--- config.mk ---
export PLATFORM = sky130hd
export DESIGN_NAME = half_float_to_unorm8_pixel
export DESIGN_NICKNAME = d
export VERILOG_FILES = /design/src/hfu8_pkg.sv /design/src/half_float_to_unorm8_pixel.sv /design/src/hfu8_chan_conv.sv
export SDC_FILE = /design/constraint.sdc
export NUM_CORES = 1
export LEC_CHECK = 0
export BUFFER_PORTS_ARGS = -buffer_cell sky130_fd_sc_hd__buf_2
export CORE_ASPECT_RATIO = 0.6
export CORE_MARGIN = 1
export CORE_UTILIZATION = 54
export DETAILED_ROUTE_END_ITERATION = 16
export HOLD_SLACK_MARGIN = 0.05
export PLACE_DENSITY = 0.83
export SLEW_MARGIN = 0
export SYNTH_ARGS = -nofsm -noshare
export SYNTH_HDL_FRONTEND = slang
export SYNTH_SLANG_ARGS = --single-unit
--- constraint.sdc ---
create_clock -name clk -period 4.8 [get_ports clk]
set_clock_uncertainty 0.2 [all_clocks]
set_input_delay 0.24 -clock clk [delete_from_list [all_inputs] [get_ports clk]]
set_output_delay 0.24 -clock clk [all_outputs]
set_load 0.01 [all_outputs]
--- src/hfu8_pkg.sv ---
// ----------------------------------------------------------------------------
// hfu8_pkg
// shared types and constants for the half float to unorm8 pixel converter
// ----------------------------------------------------------------------------
package hfu8_pkg;

    localparam int CHAN_W   = 16;
    localparam int BYTE_W   = 8;
    localparam int NUM_CHAN = 4;
    localparam int EXP_W    = 5;
    localparam int MANT_W   = 10;
    localparam int SIG_W    = MANT_W + 1;
    localparam int PROD_W   = SIG_W + BYTE_W;
    localparam int SHIFT_W  = 4;
    localparam int SUM_W    = 34;
    localparam int FRAC_LSB = 25;

    localparam logic [EXP_W-1:0]  EXP_MAX   = 5'h1F;
    localparam logic [EXP_W-1:0]  EXP_ONE   = 5'h0F;
    localparam logic [EXP_W-1:0]  EXP_ZERO  = 5'h00;
    localparam logic [MANT_W-1:0] MANT_ZERO = 10'h000;
    localparam logic [SUM_W-1:0]  ROUND_BIAS = 34'h0_0100_0000;
    localparam logic [BYTE_W-1:0] BYTE_MAX  = 8'hFF;
    localparam logic [BYTE_W-1:0] BYTE_MIN  = 8'h00;

    typedef logic [NUM_CHAN*CHAN_W-1:0] pixel_in_t;
    typedef logic [NUM_CHAN*BYTE_W-1:0] pixel_out_t;

endpackage

--- src/half_float_to_unorm8_pixel.sv ---
// ----------------------------------------------------------------------------
// half_float_to_unorm8_pixel
// four-channel binary16 or byte pixel to rgba8 unorm converter
//
//   channel   direction  width  content (low bit up)
//   s_axis    in         64     chan_0, chan_1, chan_2, chan_3
//   m_axis    out        32     red_byte, green_byte, blue_byte, alpha_byte
//   cfg       in         1      half_mode
//
// one pixel per clock sustained while m_axis is ready; an input beat passes
// through an input register, the per-channel conversion and a result register.
// reset clears the valid flags and sets half_mode to 0.
// a stall on m_axis backs up through both registers; each register reloads
// in the cycle it drains, so no bubble is added.
// ----------------------------------------------------------------------------
module half_float_to_unorm8_pixel
    import hfu8_pkg::*;
(
    input  logic                       clk,
    input  logic                       rst_n,
    // configuration write
    input  logic                       cfg_valid,
    output logic                       cfg_ready,
    input  logic                       cfg_data,       // half_mode
    // pixel input
    input  logic                       s_axis_tvalid,
    output logic                       s_axis_tready,
    input  logic [NUM_CHAN*CHAN_W-1:0] s_axis_tdata,   // chan_0, chan_1, chan_2, chan_3
    // pixel output
    output logic                       m_axis_tvalid,
    input  logic                       m_axis_tready,
    output logic [NUM_CHAN*BYTE_W-1:0] m_axis_tdata    // red, green, blue, alpha bytes
);

    logic       half_mode_reg;
    logic       in_valid_reg;
    logic       in_valid_next;
    pixel_in_t  in_data_reg;
    logic       out_valid_reg;
    logic       out_valid_next;
    pixel_out_t out_data_reg;
    pixel_out_t conv_data;
    logic       out_load;
    logic       in_load;

    // configuration register, always writable
    assign cfg_ready = 1'b1;

    always_ff @(posedge clk or negedge rst_n)
    begin
        if (!rst_n)
        begin
            half_mode_reg <= 1'b0;
        end
        else if (cfg_valid && cfg_ready)
        begin
            half_mode_reg <= cfg_data;
        end
    end

    // pipeline flow control
    assign out_load      = in_valid_reg && (!out_valid_reg || m_axis_tready);
    assign in_load       = s_axis_tvalid && s_axis_tready;
    assign s_axis_tready = !in_valid_reg || out_load;

    assign in_valid_next  = in_load || (in_valid_reg && !out_load);
    assign out_valid_next = out_load || (out_valid_reg && !m_axis_tready);

    always_ff @(posedge clk or negedge rst_n)
    begin
        if (!rst_n)
        begin
            in_valid_reg  <= 1'b0;
            out_valid_reg <= 1'b0;
        end
        else
        begin
            in_valid_reg  <= in_valid_next;
            out_valid_reg <= out_valid_next;
        end
    end

    // input register
    always_ff @(posedge clk)
    begin
        if (in_load)
        begin
            in_data_reg <= s_axis_tdata;
        end
    end

    // per-channel conversion
    for (genvar i = 0; i < NUM_CHAN; i++)
    begin : g_chan
        hfu8_chan_conv u_conv (
            .half_mode (half_mode_reg),
            .chan      (in_data_reg[i*CHAN_W +: CHAN_W]),
            .unorm     (conv_data[i*BYTE_W +: BYTE_W])
        );
    end

    // result register
    always_ff @(posedge clk)
    begin
        if (out_load)
        begin
            out_data_reg <= conv_data;
        end
    end

    assign m_axis_tvalid = out_valid_reg;
    assign m_axis_tdata  = out_data_reg;

endmodule

--- src/hfu8_chan_conv.sv ---
// ----------------------------------------------------------------------------
// hfu8_chan_conv
// converts one 16-bit channel to an unsigned normalized byte
// ----------------------------------------------------------------------------
module hfu8_chan_conv
    import hfu8_pkg::*;
(
    input  logic              half_mode,
    input  logic [CHAN_W-1:0] chan,
    output logic [BYTE_W-1:0] unorm
);

    logic                 sign;
    logic [EXP_W-1:0]     expo;
    logic [MANT_W-1:0]    mant;
    logic [SIG_W-1:0]     sig;
    logic [SHIFT_W-1:0]   shamt;
    logic [PROD_W-1:0]    prod;
    logic [SUM_W-1:0]     shifted;
    logic [SUM_W-1:0]     sum;
    logic [BYTE_W-1:0]    frac;

    // field split
    assign sign = chan[CHAN_W-1];
    assign expo = chan[CHAN_W-2 -: EXP_W];
    assign mant = chan[MANT_W-1:0];

    // significand and scale, subnormals use the smallest normal scale
    assign sig   = (expo == EXP_ZERO) ? {1'b0, mant} : {1'b1, mant};
    assign shamt = (expo == EXP_ZERO) ? SHIFT_W'(1) : expo[SHIFT_W-1:0];

    // times 255 as shift and subtract, then scale and round half up
    assign prod    = {sig, BYTE_MIN} - {{BYTE_W{1'b0}}, sig};
    assign shifted = {{(SUM_W-PROD_W){1'b0}}, prod} << shamt;
    assign sum     = shifted + ROUND_BIAS;
    assign frac    = sum[FRAC_LSB +: BYTE_W];

    // special cases and byte pass-through
    always_comb
    begin
        if (!half_mode)
        begin
            unorm = chan[BYTE_W-1:0];
        end
        else if (expo == EXP_MAX)
        begin
            // nan and negative infinity give zero, positive infinity saturates
            unorm = (mant != MANT_ZERO || sign) ? BYTE_MIN : BYTE_MAX;
        end
        else if (sign)
        begin
            unorm = BYTE_MIN;
        end
        else if (expo >= EXP_ONE)
        begin
            unorm = BYTE_MAX;
        end
        else
        begin
            unorm = frac;
        end
    end

endmodule

# Word level (Yosys, flattened, before mapping)

Index checks and enable logic that the tools add are counted.

$add $sub $neg: 8
$lt $le $gt $ge: 4
Equal/unequal tests: 4
Shifts and indexed selects: 4
Multiplexer cells: 28
Reduce and logical (&&, ||, !) cells: 24

Operator list:

| kind                   | count |
|---|---|
| $mux 8                 | 20 |
| $add 33x25->33 const B | 4 |
| $shl 19x4->33          | 4 |
| $sub 19x11->19         | 4 |
| $mux 11                | 4 |
| $reduce_bool 10->1     | 4 |
| $eq 5x5->1 const B     | 4 |
| $ge 5x4->1 const B     | 4 |
| $logic_not 5->1        | 4 |
| $mux 4                 | 4 |
| $logic_or 1x1->1       | 8 |
| $logic_and 1x1->1      | 4 |
| $logic_not 1->1        | 4 |

Register bits: 99
Input port bits: 70
Output and inout port bits: 35
Word-level logic and storage cells: 77

# Logic depth before layout (Yosys ltp)

Gate-level depths: netlist (run 1).

Depth in word-level cells: 9
Depth in mapped cells: 18

# Hierarchy

A second synthesis (run 1) with hierarchy kept.

Cell total of the unflattened synthesis: 908
Area total of the unflattened synthesis: 8324.2 um^2

Modules (own cells, without submodules):

| module                     | instances | cells an instance | area each (um^2) | seq. area each (um^2) |
|---|---|---|---|---|
| hfu8_chan_conv             | 4         | 200               | 1322.5           | 0.0 |
| half_float_to_unorm8_pixel | 1         | 108               | 3034.2           | 2957.8 |

# Worst setup path before layout (run 1)

OpenSTA, ideal clock, no wires.

Path kind: register -> register
Start: register in_data_reg[44]
End: register out_data_reg[23] (netlist: m_axis_tdata[23]) (data pin)
Arrival: 4.004 ns
Required time: 4.317 ns
Setup slack: 0.313 ns
Stages on the path, launching flop included: 18
Period minus slack after synthesis: 4.487 ns
Cells stage by stage: edfxtp_1 -> clkbuf_1 -> or4_1 -> nor2_1 -> ha_1 -> clkbuf_1 -> a211oi_4 -> and3_1 -> o21ai_0 -> a221o_1 -> or3_1 -> inv_1 -> ha_1 -> nand3b_1 -> a2bb2oi_1 -> nor4b_1 -> xnor2_1 -> a21oi_1

Longest elaborated chain between the ends: 9

Ends and longest elaborated chain:

| what                     | RTL line                                   | RTL |
|---|---|---|
| start: declaration       | half_float_to_unorm8_pixel.sv:38           | `pixel_in_t in_data_reg;` |
| start signal: assignment | half_float_to_unorm8_pixel.sv:88           | `in_data_reg <= s_axis_tdata;` |
| $logic_not 5->1          | hfu8_chan_conv.sv:29, hfu8_chan_conv.sv:30 |  |
| $mux 11                  | hfu8_chan_conv.sv:29                       | `assign sig = (expo == EXP_ZERO) ? {1'b0, mant} : {1'b1, mant};` |
| $sub 19x11->19           | hfu8_chan_conv.sv:33                       | `assign prod = {sig, BYTE_MIN} - {{BYTE_W{1'b0}}, sig};` |
| $shl 19x4->33            | hfu8_chan_conv.sv:34                       | `assign shifted = {{(SUM_W-PROD_W){1'b0}}, prod} << shamt;` |
| $add 33x25->33           | hfu8_chan_conv.sv:35                       | `assign sum = shifted + ROUND_BIAS;` |
| $mux 8                   | hfu8_chan_conv.sv:54                       | `else if (expo >= EXP_ONE)` |
| $mux 8                   | hfu8_chan_conv.sv:50                       | `else if (sign)` |
| $mux 8 (*)               | hfu8_chan_conv.sv:45                       | `else if (expo == EXP_MAX)` |
| $mux 8 (*)               | hfu8_chan_conv.sv:41                       | `if (!half_mode)` |
| via conv_data[23]        | half_float_to_unorm8_pixel.sv:42           | `pixel_out_t conv_data;` |
| end signal: assignment   | half_float_to_unorm8_pixel.sv:107          | `out_data_reg <= conv_data;` |
| end: declaration         | half_float_to_unorm8_pixel.sv:41           | `pixel_out_t out_data_reg;` |

Mark *: on every way through the listed nets, which the timed path passes. The rest lies on a longest branch.
A chain may end at the register's enable or synchronous reset.

# Worst setup path in the final report (run 1)

Start: register in_data_reg[0]
End: register out_data_reg[3] (netlist: m_axis_tdata[3]) (data pin)

Longest elaborated chain between the ends: 8

Ends and longest elaborated chain:

| what             | RTL line |
|---|---|
| $mux 11          | hfu8_chan_conv.sv:29 |
| $sub 19x11->19   | hfu8_chan_conv.sv:33 |
| $shl 19x4->33    | hfu8_chan_conv.sv:34 |
| $add 33x25->33   | hfu8_chan_conv.sv:35 |
| $mux 8           | hfu8_chan_conv.sv:54 |
| $mux 8           | hfu8_chan_conv.sv:50 |
| $mux 8 (*)       | hfu8_chan_conv.sv:45 |
| $mux 8 (*)       | hfu8_chan_conv.sv:41 |
| via conv_data[3] | half_float_to_unorm8_pixel.sv:42 |

Marks and branches as above.

==> impl_metrics.csv, run 1 <==
group,metric,value,unit
floorplanning,coreArea,14500,sq um
drt,avgViaCountPerCell,6.62,
worst_setup_path,endpoint,"m_axis_tdata[3]",
worst_setup_path,crit_path_max_fanout,9,
sta,hold_violations,0,
worst_setup_path,critPathBufInv,0,
drt,highest_layer,"met4",
worst_setup_path,cp-start-kind,"register",
cells_and_area,drive_gt1_share,20.4,%
place,gp_congestion,1.03,
drt,wire_per_inst,19.7,um
power,internal_power,1.69,mW
run,maxCapViolCount,0,
worst_setup_path,r2r_end,"m_axis_tdata[3]",
power,p_clk_share,28.6,%
worst_setup_path,max_stage_delay,0.61,ns
synth,synthCells,893,
synth,ys_warn_count,0,
clock_network,clkSlewWorstSetupHoldPaths,0.07,ns
worst_setup_path,reg2reg_depth,13,
synth,synth.distinct_cells,94,
place,dp_hpwl,17.9,mm
synth,ys_seq_area_share,36.7,%
grt,antenna_found_initial,0,
sta,tns,0,ns
sta,setup_ws,0.168,ns
synth,synth_top_cell_area_share,35.8,%
synth,avgSynthCellArea,9.03,sq um
synth,synthFlopType,"edfxtp_1",
cells_and_area,largest_reg_flops,64,
worst_setup_path,required,4.70,ns
cells_and_area,layout_commonest_cell,"buf_2",
worst_setup_path,critical_path.endpoint_type,"register",
sta,rsz0062_at_grt,"false",
power,p_total,2.54,mW
worst_setup_path,crit_start,"in_data_reg[0]",
sta,finalMaxSlewViolations,0,
worst_setup_path,path_cells,"ha_1 > or4b_1 > or4_4 > and2_2 > a211oi_1 > o221ai_1 > a221o_1 > ha_1 > and2_2 > a22o_1 > a21o_1 > a21oi_1 > o2bb2ai_1",
clock_network,cts_buffers,9,
cells_and_area,fin_nets,1159,
grt,grt_pass1_wl,39.4,mm
synth,synthesis.area,8060,sq um
floorplanning,num_rows,34,
clock_network,root_buffer,"clkbuf_16",
sta,max-slew-margin-rel,40.2,%
sta,finalSetupViolCount,0,
worst_setup_path,crit_family,"compound AO/OA/AOI/OAI gates",
worst_setup_path,crit_path_top_delay_cell,"or4b_1",
power,powerDensity,255,nW/um^2
worst_setup_path,rrSetupSlack,0.17,ns
clock_network,htreeDepth,3,
worst_setup_path,cp.arrival,4.53,ns
synth,synth_edf_count,96,
clock_network,cts_tree,"built",
drt,met1_length,11.4,mm
worst_setup_path,path_depth,13,
place,place_ws,0.135,ns
drt,vias,8443,
cells_and_area,antenna_cells,0,
clock_network,cts_buffer_depth,2,
floorplanning,start_util,55.4,%
drt,firstDrtPassIters,6,
grt,grt_pass1_vias,7494,
drt,routed_wl,25.1,mm
floorplanning,die_h,96.6,um
sta,period_needed,4.63,ns
worst_setup_path,reg2reg_from,"in_data_reg[0]",
cells_and_area,mostFrequentLayoutCells,"buf_2, edfxtp_1, nand2_1",
cells_and_area,syn2layout_area_growth,23.4,%
clock_network,clock_sinks,99,
sta,fmax,216,MHz
drt,wl_met3,2.90,mm
sta,fin_crit_sh,96.5,%
grt,track_usage,32.0,%
drt,final_antenna_net_count,0,
clock_network,clock_latency,0.36,ns
synth,yosysTopAreaCell,"edfxtp_1",
floorplanning,die_area,15400,sq um
grt,grt.overflow.total,0,
synth,yosys-top-cells-area,"edfxtp_1, nand2_1, o21ai_0",
floorplanning,dieWidth,160,um
power,p_sw,841,uW
drt,drc,0,
drt,routed-wl-met2,10.4,mm
synth,syn-num-nets,979,
power,power_frac_comb,28.3,%
outcome,outcome,"finished clean",
sta,tightest_slew,0.897,ns
synth,synth_seq_cells,99,
drt,drt_iter0_drc,1182,
power,vdd_drop_max,174,uV
place,port_buffers,103,
worst_hold_path,hold_class,"reg -> reg",
power,p_sw_share,33.2,%
power,seqPwrFrac,43.1,%
floorplanning,ios,105,
power,power.leakage,3.78,nW
grt,grt_start_max_net_pins,44,
synth,async_flop_share,3.03,%
worst_setup_path,path_class,"reg -> reg",
metrics by stage:
stage / instance area [sq um] / hold slack (ns) / instances / utilization [%]
2_1_floorplan: 8060 / -0.256 / 893 / -
3_3_place_gp: 8890 / -0.133 / 1184 / 61.1
6_report: 9950 / 0.311 / 1276 / 68.4
4_1_cts: 9870 / 0.317 / 1270 / 67.8
3_5_place_dp: 8890 / -0.135 / 1184 / 61.1
5_1_grt: 9950 / 0.357 / 1276 / 68.4
cells in the mapped netlist, drive strengths merged, types with 14 or more instances:
library cell and instances:
edfxtp 96, nand2 74, o21ai 51, a21oi 50, clkbuf 50, nor2 45
nand3 32, inv 30, nor3 30, a211oi 22, a31oi 22, nor4 19
and3 18, a21o 17, o211ai 17, ha 16, or3 15, and2 14
cells by family (layout without fill, tap and decap cells):
| kind of cell | Yosys count | in the layout | synth area share (%) |
|---|---|---|---|
| simple gates | 344 | 344 | 23.7 |
| flops | 99 | 99 | 36.7 |
| mux | 12 | 12 | 1.54 |
| xor+xnor | 24 | 24 | 2.61 |
| other cells | 1 | 1 | 0.0465 |
| buf+inv | 88 | 273 | 4.97 |
| fa+ha+maj | 16 | 16 | 2.48 |
| compound gates | 309 | 309 | 28.0 |
repair_timing:
item | CTS | global route
setup endpoints to repair | 0 | 5
endpoints found under the hold margin | 70 | 0
resized for setup | 0 | 7
buffers inserted | 0 | 6
hold buffers | 70 | 0
worst min path at each step:
stage | slack [ns] | start | endpoint | depth (start not counted)
floorplan | -0.26 | rst_n | half_mode_reg | 0
global placement | -0.13 | rst_n | half_mode_reg | 1
detailed placement | -0.13 | rst_n | half_mode_reg | 1
CTS | 0.32 | in_valid_reg | m_axis_tvalid | 1
global route | 0.36 | in_valid_reg | m_axis_tvalid | 1
finish | 0.31 | in_valid_reg | m_axis_tvalid | 1
power groups by stage:
stage / Combinational [mW] / Clock [mW] / Sequential [mW]
5_1_grt: 0.774 / 0.761 / 1.10
3_5_place_dp: 0.638 / 0 / 1.11
2_1_floorplan: 0.432 / 0 / 1.10
3_3_place_gp: 0.633 / 0 / 1.11
6_report: 0.718 / 0.725 / 1.09
4_1_cts: 0.686 / 0.728 / 1.09
final cells by class:
| class | count | area (sq um) |
|---|---|---|
| well taps | 198 | 248 |
| multi-input cells | 706 | 4740 |
| fillers | 1165 | 4600 |
| flip-flops and latches | 99 | 2960 |
| repair buffers | 224 | 1600 |
| clock buffers | 10 | 229 |
| clock inverters | 6 | 53.8 |
| inverters | 33 | 124 |
routing by layer:
metal | vias to the layer above | GRT usage, %
li1 | 3906 | -
met1 | 3923 | 48.9
met2 | 573 | 46.1
met3 | 41 | 6.78
met4 | 0 | 6.66
met5 | - | 0
No activity file was read; power rests on OpenSTA's default activity.
==> run 2, diff against run 1 <==
--- a/config.mk
+++ b/config.mk
@@ -6,9 +6,11 @@
 export NUM_CORES = 1
 export LEC_CHECK = 0
 export BUFFER_PORTS_ARGS = -buffer_cell sky130_fd_sc_hd__buf_2
+export CELL_PAD_IN_SITES_DETAIL_PLACEMENT = 1
+export CELL_PAD_IN_SITES_GLOBAL_PLACEMENT = 1
 export CORE_ASPECT_RATIO = 0.6
-export CORE_MARGIN = 1
-export CORE_UTILIZATION = 54
+export CORE_MARGIN = 2
+export CORE_UTILIZATION = 41
 export DETAILED_ROUTE_END_ITERATION = 16
 export HOLD_SLACK_MARGIN = 0.05
 export PLACE_DENSITY = 0.83
==> impl_metrics.csv, run 2 (synthesis gave the netlist of run 1 again) <==
group,metric,value,unit
sta,whs,0.286,ns
clock_network,cts_buffer_depth,2,
grt,grt.overflow.total,0,
clock_network,clock_sinks,99,
cells_and_area,fin_nets,1165,
drt,wire_per_inst,23.1,um
worst_setup_path,critical_path.endpoint_type,"register",
grt,grt_pass1_vias,8677,
drt,drt_iter0_drc,955,
drt,routed_wl,31.2,mm
grt,grt_pass1_wl,49.1,mm
sta,hold_violations,0,
cells_and_area,nFillCells,2241,
cells_and_area,syn2layout_area_growth,25.9,%
drt,avgViaCountPerCell,6.42,
sta,max-slew-margin-rel,32.1,%
grt,grt_start_max_net_pins,65,
worst_hold_path,hold_class,"reg -> reg",
grt,track_usage,30.4,%
worst_setup_path,cp.arrival,4.63,ns
drt,firstDrtPassIters,6,
place,dp_hpwl,22.1,mm
clock_network,htreeDepth,3,
clock_network,root_buffer,"clkbuf_16",
worst_setup_path,cp-start-kind,"register",
drt,vias,8677,
cells_and_area,layout_commonest_cell,"buf_2",
power,powerDensity,265,nW/um^2
clock_network,clock_latency,0.38,ns
floorplanning,die_area,20800,sq um
cells_and_area,mostFrequentLayoutCells,"buf_2, edfxtp_1, nand2_1",
place,port_buffers,103,
clock_network,cts_tree,"built",
drt,final_antenna_net_count,0,
cells_and_area,multi_input_area,4760,sq um
sta,fmax,217,MHz
sta,finalMaxSlewViolations,0,
grt,antenna_found_initial,2,
worst_setup_path,path_class,"reg -> reg",
outcome,outcome,"finished clean",
sta,rsz0062_at_grt,"false",
place,place_area,9040,sq um
power,power.leakage,3.84,nW
power,vdd_drop_max,297,uV
floorplanning,coreArea,19100,sq um
place,gp_congestion,0.948,
floorplanning,dieWidth,185,um
cells_and_area,finalInstanceArea,10200,sq um
sta,tns,0,ns
cells_and_area,largest_reg_flops,64,
drt,drc,0,
floorplanning,start_util,42.1,%
sta,period_needed,4.60,ns
floorplanning,num_rows,39,
cells_and_area,drive_gt1_share,21.1,%
run,maxCapViolCount,0,
worst_setup_path,required,4.83,ns
clock_network,clkSlewWorstSetupHoldPaths,0.08,ns
sta,fin_crit_sh,95.9,%
sta,finalSetupViolCount,0,
sta,tightest_slew,1.00,ns
floorplanning,die_h,113,um
clock_network,cts_buffers,9,
cells_and_area,seq_area,2960,sq um
worst_setup_path,crit_path_max_fanout,9,
floorplanning,ios,105,
run 2: path summary, 6_finish.rpt:
| check | to | slack, ns | startpoint | cells past startpoint |
|---|---|---|---|---|
| setup reg to reg | m_axis_tdata[31] | 0.20 | in_data_reg[60] | 15 |
| setup / recovery | m_axis_tdata[31] | 0.20 | in_data_reg[60] | 15 |
| min in group asynchronous | half_mode_reg | 0.64 | rst_n | 3 |
| max in group asynchronous | in_valid_reg | 3.54 | rst_n | 3 |
| hold / removal | m_axis_tvalid | 0.29 | in_valid_reg | 1 |
| hold reg to reg | m_axis_tvalid | 0.29 | in_valid_reg | 1 |
run 2: per-layer routing:
layer  global-route usage [%]  wire length, um
met1                     44.1            14400
met4                     8.52              608
met5                        0                0
met2                     44.5            13400
met3                     8.24             2860
run 2: stage by stage:
stage	cells	worst slack, ns	util, %	power (mW)
6_report	1352	0.195	53.1	2.69
5_1_grt	1352	0.000542	53.1	2.80
4_1_cts	1348	0.0601	52.7	2.67
3_5_place_dp	1261	0.0737	47.3	1.79
3_3_place_gp	1261	0.256	47.3	1.76
2_1_floorplan	893	0.313	-	1.53
run 2: final cells by class:
class | count | area share (%)
Antenna cell | 2 | 0.0493
Clock buffer | 9 | 2.22
Clock inverter | 7 | 0.974
Inverter | 33 | 1.22
Multi-Input combinational cell | 706 | 46.9
Sequential cell | 99 | 29.1
Tap cell | 266 | 3.28
Timing Repair Buffer | 230 | 16.2
run 2: worst max-delay path, cell delays in order, from the launching register on:
cell and delay [ns]:
edfxtp_1 0.42, or4_1 0.54, nor2_1 0.17, ha_1 0.31, nor4bb_1 0.46, nand2_1 0.21
a311o_1 0.46, o311ai_0 0.13, a21bo_2 0.29, a211oi_2 0.34, inv_1 0.09, ha_1 0.21
nand3_1 0.12, nor3_2 0.08, a31o_2 0.27, a31oi_1 0.15
run 2: repair_timing:
action	4_1_cts	5_1_grt
endpoints found under the setup margin	0	13
setup buffers	0	2
hold endpoints to repair	70	0
hold buffers	71	0
resized for setup	0	13
run 2: power breakdown:
group          internal [mW]  switching [mW]  total (mW)
clock network          0.463           0.378       0.841
registers               1.04          0.0581        1.09
logic                  0.301           0.458       0.759
